### src/rtl/assert_macros.svh
// Assertion macros shared by the RTL files.
// Each macro reports through $error only.
`ifndef ASSERT_MACROS_SVH
`define ASSERT_MACROS_SVH

// Implication that holds while out of reset.
`define ASSERT_IMPL(label, clk, rst_n, ante, cons) \
  label: assert property (@(posedge clk) disable iff (!rst_n) (ante) |-> (cons)) \
    else $error("assertion failed");

// Plain condition that holds while out of reset.
`define ASSERT_ALWAYS(label, clk, rst_n, cond) \
  label: assert property (@(posedge clk) disable iff (!rst_n) (cond)) \
    else $error("assertion failed");

`endif

### src/rtl/stmf_pkg.sv
// Package for the sliding trimmed mean filter.
// Types, constants and controller/datapath command and status structs.
package stmf_pkg;

  localparam int unsigned MaxWindow   = 127;
  localparam int unsigned SampleWidth = 16;
  localparam int unsigned CfgWidth    = 7;
  localparam logic [CfgWidth-1:0] WindowReset = 7'd5;

  typedef enum logic [7:0] {
    StIdle   = 8'b0000_0001,
    StExpire = 8'b0000_0010,
    StLowPop = 8'b0000_0100,
    StHiPop  = 8'b0000_1000,
    StPush   = 8'b0001_0000,
    StDivSet = 8'b0010_0000,
    StDiv    = 8'b0100_0000,
    StOut    = 8'b1000_0000
  } stmf_state_e;

  typedef struct packed {
    logic take;       // latch sample, advance tag, drop oldest if full
    logic expire;     // check queue heads against tag
    logic low_pop;    // compare/pop low tail
    logic hi_pop;     // compare/pop high tail
    logic push;       // write both queues and ring
    logic div_start;  // load divider
    logic div_step;   // one quotient bit
    logic clear;      // config write
  } stmf_cmd_t;

  typedef struct packed {
    logic low_pop_more;
    logic hi_pop_more;
    logic div_done;
  } stmf_sts_t;

endpackage

### src/rtl/stmf_ctrl.sv
// Controller state machine of the trimmed mean filter.
// Depends on stmf_pkg; drives stmf_datapath through command structs.
`include "assert_macros.svh"
module stmf_ctrl
  import stmf_pkg::*;
(
  input  logic      clk_i,
  input  logic      rst_ni,
  input  logic      in_valid_i,
  output logic      in_ready_o,
  output logic      out_valid_o,
  input  logic      out_ready_i,
  input  logic      cfg_we_i,
  input  stmf_sts_t sts_i,
  output stmf_cmd_t cmd_o
);

  stmf_state_e state_q, state_d;

  always_comb begin
    state_d = state_q;
    cmd_o   = '0;
    cmd_o.clear = cfg_we_i;
    in_ready_o  = 1'b0;
    out_valid_o = 1'b0;
    case (state_q)
      StIdle: begin
        in_ready_o = 1'b1;
        if (in_valid_i) begin
          cmd_o.take = 1'b1;
          state_d    = StExpire;
        end
      end
      StExpire: begin
        cmd_o.expire = 1'b1;
        state_d      = StLowPop;
      end
      StLowPop: begin
        cmd_o.low_pop = 1'b1;
        if (!sts_i.low_pop_more) state_d = StHiPop;
      end
      StHiPop: begin
        cmd_o.hi_pop = 1'b1;
        if (!sts_i.hi_pop_more) state_d = StPush;
      end
      StPush: begin
        cmd_o.push = 1'b1;
        state_d    = StDivSet;
      end
      StDivSet: begin
        cmd_o.div_start = 1'b1;
        state_d         = StDiv;
      end
      StDiv: begin
        cmd_o.div_step = 1'b1;
        if (sts_i.div_done) state_d = StOut;
      end
      StOut: begin
        out_valid_o = 1'b1;
        in_ready_o  = out_ready_i;
        if (out_ready_i) begin
          if (in_valid_i) begin
            cmd_o.take = 1'b1;
            state_d    = StExpire;
          end else begin
            state_d = StIdle;
          end
        end
      end
      default: state_d = StIdle;
    endcase
  end

  always_ff @(posedge clk_i or negedge rst_ni) begin
    if (!rst_ni) begin
      state_q <= StIdle;
    end else begin
      state_q <= state_d;
    end
  end

  `ASSERT_ALWAYS(a_onehot, clk_i, rst_ni, $onehot(state_q))
  `ASSERT_IMPL(a_out_only, clk_i, rst_ni, out_valid_o, state_q == StOut)
  `ASSERT_IMPL(a_push_next, clk_i, rst_ni, cmd_o.push, ##1 cmd_o.div_start)
endmodule

### config.mk
export PLATFORM = sky130hd
export DESIGN_NAME = stmf_ctrl
export DESIGN_NICKNAME = d
export VERILOG_FILES = /design/src/rtl/stmf_pkg.sv /design/src/rtl/stmf_ctrl.sv
export VERILOG_INCLUDE_DIRS = /design/src /design/src/rtl
export SDC_FILE = /design/constraint.sdc
export NUM_CORES = 1
export LEC_CHECK = 0
export ABC_AREA = 0
export ABC_CLOCK_PERIOD_IN_PS = 2100
export BUFFER_PORTS_ARGS = -buffer_cell sky130_fd_sc_hd__buf_2
export CORE_AREA = 2 2 39 41
export CTS_CLUSTER_DIAMETER = 120
export CTS_CLUSTER_SIZE = 30
export DETAILED_ROUTE_END_ITERATION = 10
export DIE_AREA = 0 0 41 43
export MAX_ROUTING_LAYER = met4
export PLACE_DENSITY_LB_ADDON = 0.15
export SYNTH_ARGS = -nofsm -noshare
export SYNTH_HDL_FRONTEND = slang
export SYNTH_SLANG_ARGS = --single-unit
### constraint.sdc
create_clock -name clk_i -period 2.1 [get_ports clk_i]
set_input_delay 0.105 -clock clk_i [delete_from_list [all_inputs] [get_ports clk_i]]
set_output_delay 0.105 -clock clk_i [all_outputs]
set_load 0.05 [all_outputs]
Word-level counts from Yosys, hierarchy flattened. Index checks and enable logic that the tools add are counted.

Equal/unequal tests: 13. Multiplexer cells: 18. Reduce and logical (&&, ||, !) cells: 1.

Operators with widths (count): $pmux W8 S8 (1); $mux W8 (5); $ne A2 B2 Y1 const B (5); $mux W1 (9); $eq A8 B1 Y1 const B (1); $eq A8 B2 Y1 const B (1); $eq A8 B3 Y1 const B (1); $eq A8 B4 Y1 const B (1); $eq A8 B5 Y1 const B (1); $eq A8 B6 Y1 const B (1); $eq A8 B7 Y1 const B (1); $eq A8 B8 Y1 const B (1); $reduce_and A5 Y1 (1); $pmux W1 S2 (2); $mux W2 (1).

Output and inout port bits: 10. Logic and storage cells: 33. Flip-flop bits (word level): 8. Input port bits: 8.

Logic depth before layout (Yosys ltp).
Depth after elaboration: 3. Mapped depth: 6. Mapped depth without buffers: 5.

Worst setup path before layout. OpenSTA, ideal clock, no wires.

Path kind: reg-to-reg. From: register state_q[2]. To: register state_q[7]. Path slack: -184 ps. Buffers on the path: 1. Setup time: 69 ps. Required time: 2031 ps. Cell stages (with the launch flop): 6. Arrival: 2215 ps. Period minus slack after synthesis: 2284 ps. Cell sequence: dfrtp_1 > buf_6 > nor3_2 > nand2_1 > nor3_1 > a22o_1.

Cells in the longest elaborated chain, start to end: 3. Elaborated cells between the ends (all ways): 15. Those cells by class: 13 x eq/ne; 1 x mux; 1 x reduce/logical.

RTL lines: from (decl) (line stmf_ctrl.sv:18) `stmf_state_e state_q, state_d;`; from (signal assigned) (line stmf_ctrl.sv:76) `state_q <= StIdle;`; from (signal assigned) (line stmf_ctrl.sv:78) `state_q <= state_d;`; $eq A8 B3 Y1 (tied with other cells) (line stmf_ctrl.sv:26) `case (state_q)`; $ne A2 B2 Y1 (no line); $reduce_and A5 Y1 (no line).

Several ways; a longest one is shown, not always the timed one. A chain may end at the register's enable or synchronous reset.

==> run metrics <==
status=complete, no violations; vias per inst=5.612; IO Count=18; Final #Nets=91; number of diodes=0; share of layout cells above drive strength 1=a little under two fifths; Mapped Cells=66; hpwl dp=a little over 1000 um; P&R area growth vs syn=18.47%; count of final hold-check violations=0; leakage=~0.36 nW; cts hold-fix bufs=1; crit share post-route=roughly nine tenths; clock buffer depth=2; crit-path cells=nand2b_2 > or2_1 > a211oi_4 > and2_1 > buf_2; reg2reg start=state_q[2]; worst slew pin tran=roughly 0.44 ns; sequential-to-total area share from yosys stat=32.33%; top flop regs=state_q x8; Final min period=slightly below 2 ns; worst path buffer plus inverter count=1; count of cell types in the netlist=34; #FFs+latches synth=8; CP peak stage delay=approximately 0.54 ns; setup bufs post-CTS=0; drt drc=0; CP startpoint kind=flop; CP required=about 2.0 ns; skew final=between 0.009 and 0.01 ns; largest net degree at the start of global routing=11; total grt overflow=0; Power per Cell Area=approximately 1200 mW/mm^2; Routed Antenna Nets=0; unrepaired setup endpoints after global routing=false; Final setup viols=0; FMAX=between 500 and 600 MHz; Slew HR=around 70%; clock root cell=clkbuf_4; CP max-delay cell=dfrtp_1; Synth area leader=dfrtp_1; clock sink count=8; First-pass DRT Iterations=4; gp weighted congestion=0.7385; final WL=between 1000 and 1500 um; CTS tree=done; Core Rows=14; vias in the first global route=469; Detailed Route Iter0 Violations=5; Hold Path Class=in -> reg; Largest delay share family, worst path=flip-flops; Yosys warning count=0; MaxCap Viol Count=0; antenna violations before repair=0; clock latency on the worst-skew pair=roughly 0.26 ns; post-synth top area share=28.11%; fin worst setup slack=~0.18 ns; Post-synth top flop=dfrtp_1; largest reg by FF count=state_q; hold path start=sts_i[1]; crit path DAT=between 1.5 and 2 ns; Post-synth top cells=dfrtp_1, nor2_1, inv_1, nand2_1, o21ai_0; worst slack, placed=~0.44 ns; number of flops mapped to enable cells by yosys=0; Synth async-reset ratio=100.0%; initial core utilization=between 40% and 50%; first-pass GRT wire length=between 2000 and 2500 um; Fin Setup TNS=0 ns; WL per Instance=about 14 um; Num CTS Buffers=3; clock-pin slew on the worst setup and hold paths=around 0.06 ns; Mapped Nets=74; core region area=roughly 0.0014 mm^2; PortBufs=15; maximum VDD drop=approximately 0.00060 V; CP Capture Type=primary output; Mapped Avg Cell Area=around 9.4 um^2; die height=~43 um; Horiz. Die Dim=approximately 41 um; Post-CTS Resized=0; Largest register FFs=8; htree depth=1; crit path from=state_q[7]; via count=550; Synth area leaders=dfrtp_1, dfstp_2, nor2_1; Die ar.=~0.0018 mm^2; maximum fanout along the worst path=9; Mapped Area=approximately 620 um^2; Max Slew Vio Count=0; total track usage=19.42%; Setup Crit Path Kind=reg -> out
==> per-layer routing <==
layer | track usage, % | wire length (um) | vias up
met5 | - | 0 | -
met4 | 14.00 | 46 | 0
met3 | 4.712 | 60 | 4
met2 | 27.50 | 676 | 18
met1 | 22.90 | 590 | 254
li1 | - | - | 274
==> report_power, final <==
part,internal (mW),switching (mW)
Sequential,0.190,0.0674
Combinational,0.173,0.290
Clock,0.0731,0.0592
==> cells by family after synthesis <==
family	after synthesis	synth area share, %
XOR/XNOR	1	1.406
buffers and inverters	8	7.028
AO/OA/AOI/OAI	11	12.65
AND/OR/NAND/NOR	38	46.59
flip-flops	8	32.33
==> cell type report <==
class	count	area, um^2
tap	16	20.02
sequential	8	201.4
inverter	4	15.01
fill	132	645.6
clock buffer	4	26.28
timing repair buffer	16	85.08
multi-input combinational	50	390.4
==> cell usage in the layout (no fill, tap or decap) <==
master / netlist / final
nor3b_2: 2 / 2
a32o_1: 1 / 1
nor3_1: 2 / 1
a22o_1: 2 / 2
o21bai_1: 1 / 1
nand3b_2: 1 / 1
a21oi_1: 1 / 1
a31oi_1: 1 / 1
dlygate4sd3_1: 0 / 1
nor4b_1: 2 / 2
clkbuf_4: 0 / 3
nand4b_1: 3 / 3
nor4b_2: 1 / 1
dfrtp_1: 7 / 7
a211oi_4: 0 / 1
or2b_1: 1 / 1
nor3_4: 1 / 1
xor2_1: 1 / 1
nand2_1: 4 / 4
inv_1: 4 / 4
nor2b_1: 1 / 1
nand2b_2: 1 / 1
and4_2: 2 / 2
nor3_2: 1 / 2
nor4_4: 1 / 1
and2_1: 2 / 2
buf_2: 2 / 15
nor2_1: 7 / 7
or2_1: 1 / 1
and4b_1: 1 / 1
nand3b_1: 2 / 2
o21ai_0: 4 / 4
dfstp_2: 1 / 1
nand3_1: 2 / 2
clkbuf_1: 0 / 1
==> path summary, 6_finish.rpt <==
check                      slack [ns]    endpoint  depth (start not counted)
setup / recovery                 0.18    cmd_o[7]                          5
hold / removal                   0.02  state_q[4]                          2
setup reg to reg                 0.54  state_q[0]                          5
hold reg to reg                  0.66  state_q[2]                          2
max in group asynchronous        1.64  state_q[0]                          2
min in group asynchronous        0.21  state_q[3]                          2
==> per-stage QoR <==
step	power (mW)	cell area, um^2	std cells	hold WS (ns)	utilization, %
floorplan	0.6505	635.6	66	-0.1906	-
detailed placement	0.7277	701.9	93	-0.04136	50.72
global route	0.9194	738.2	98	0.02507	53.35
CTS	0.8635	738.2	98	0.01443	53.35
finish	0.8531	738.2	98	0.01836	53.35
global placement	0.7216	701.9	93	-0.04224	50.72
Note: power is estimated with default switching activity, not from simulation.
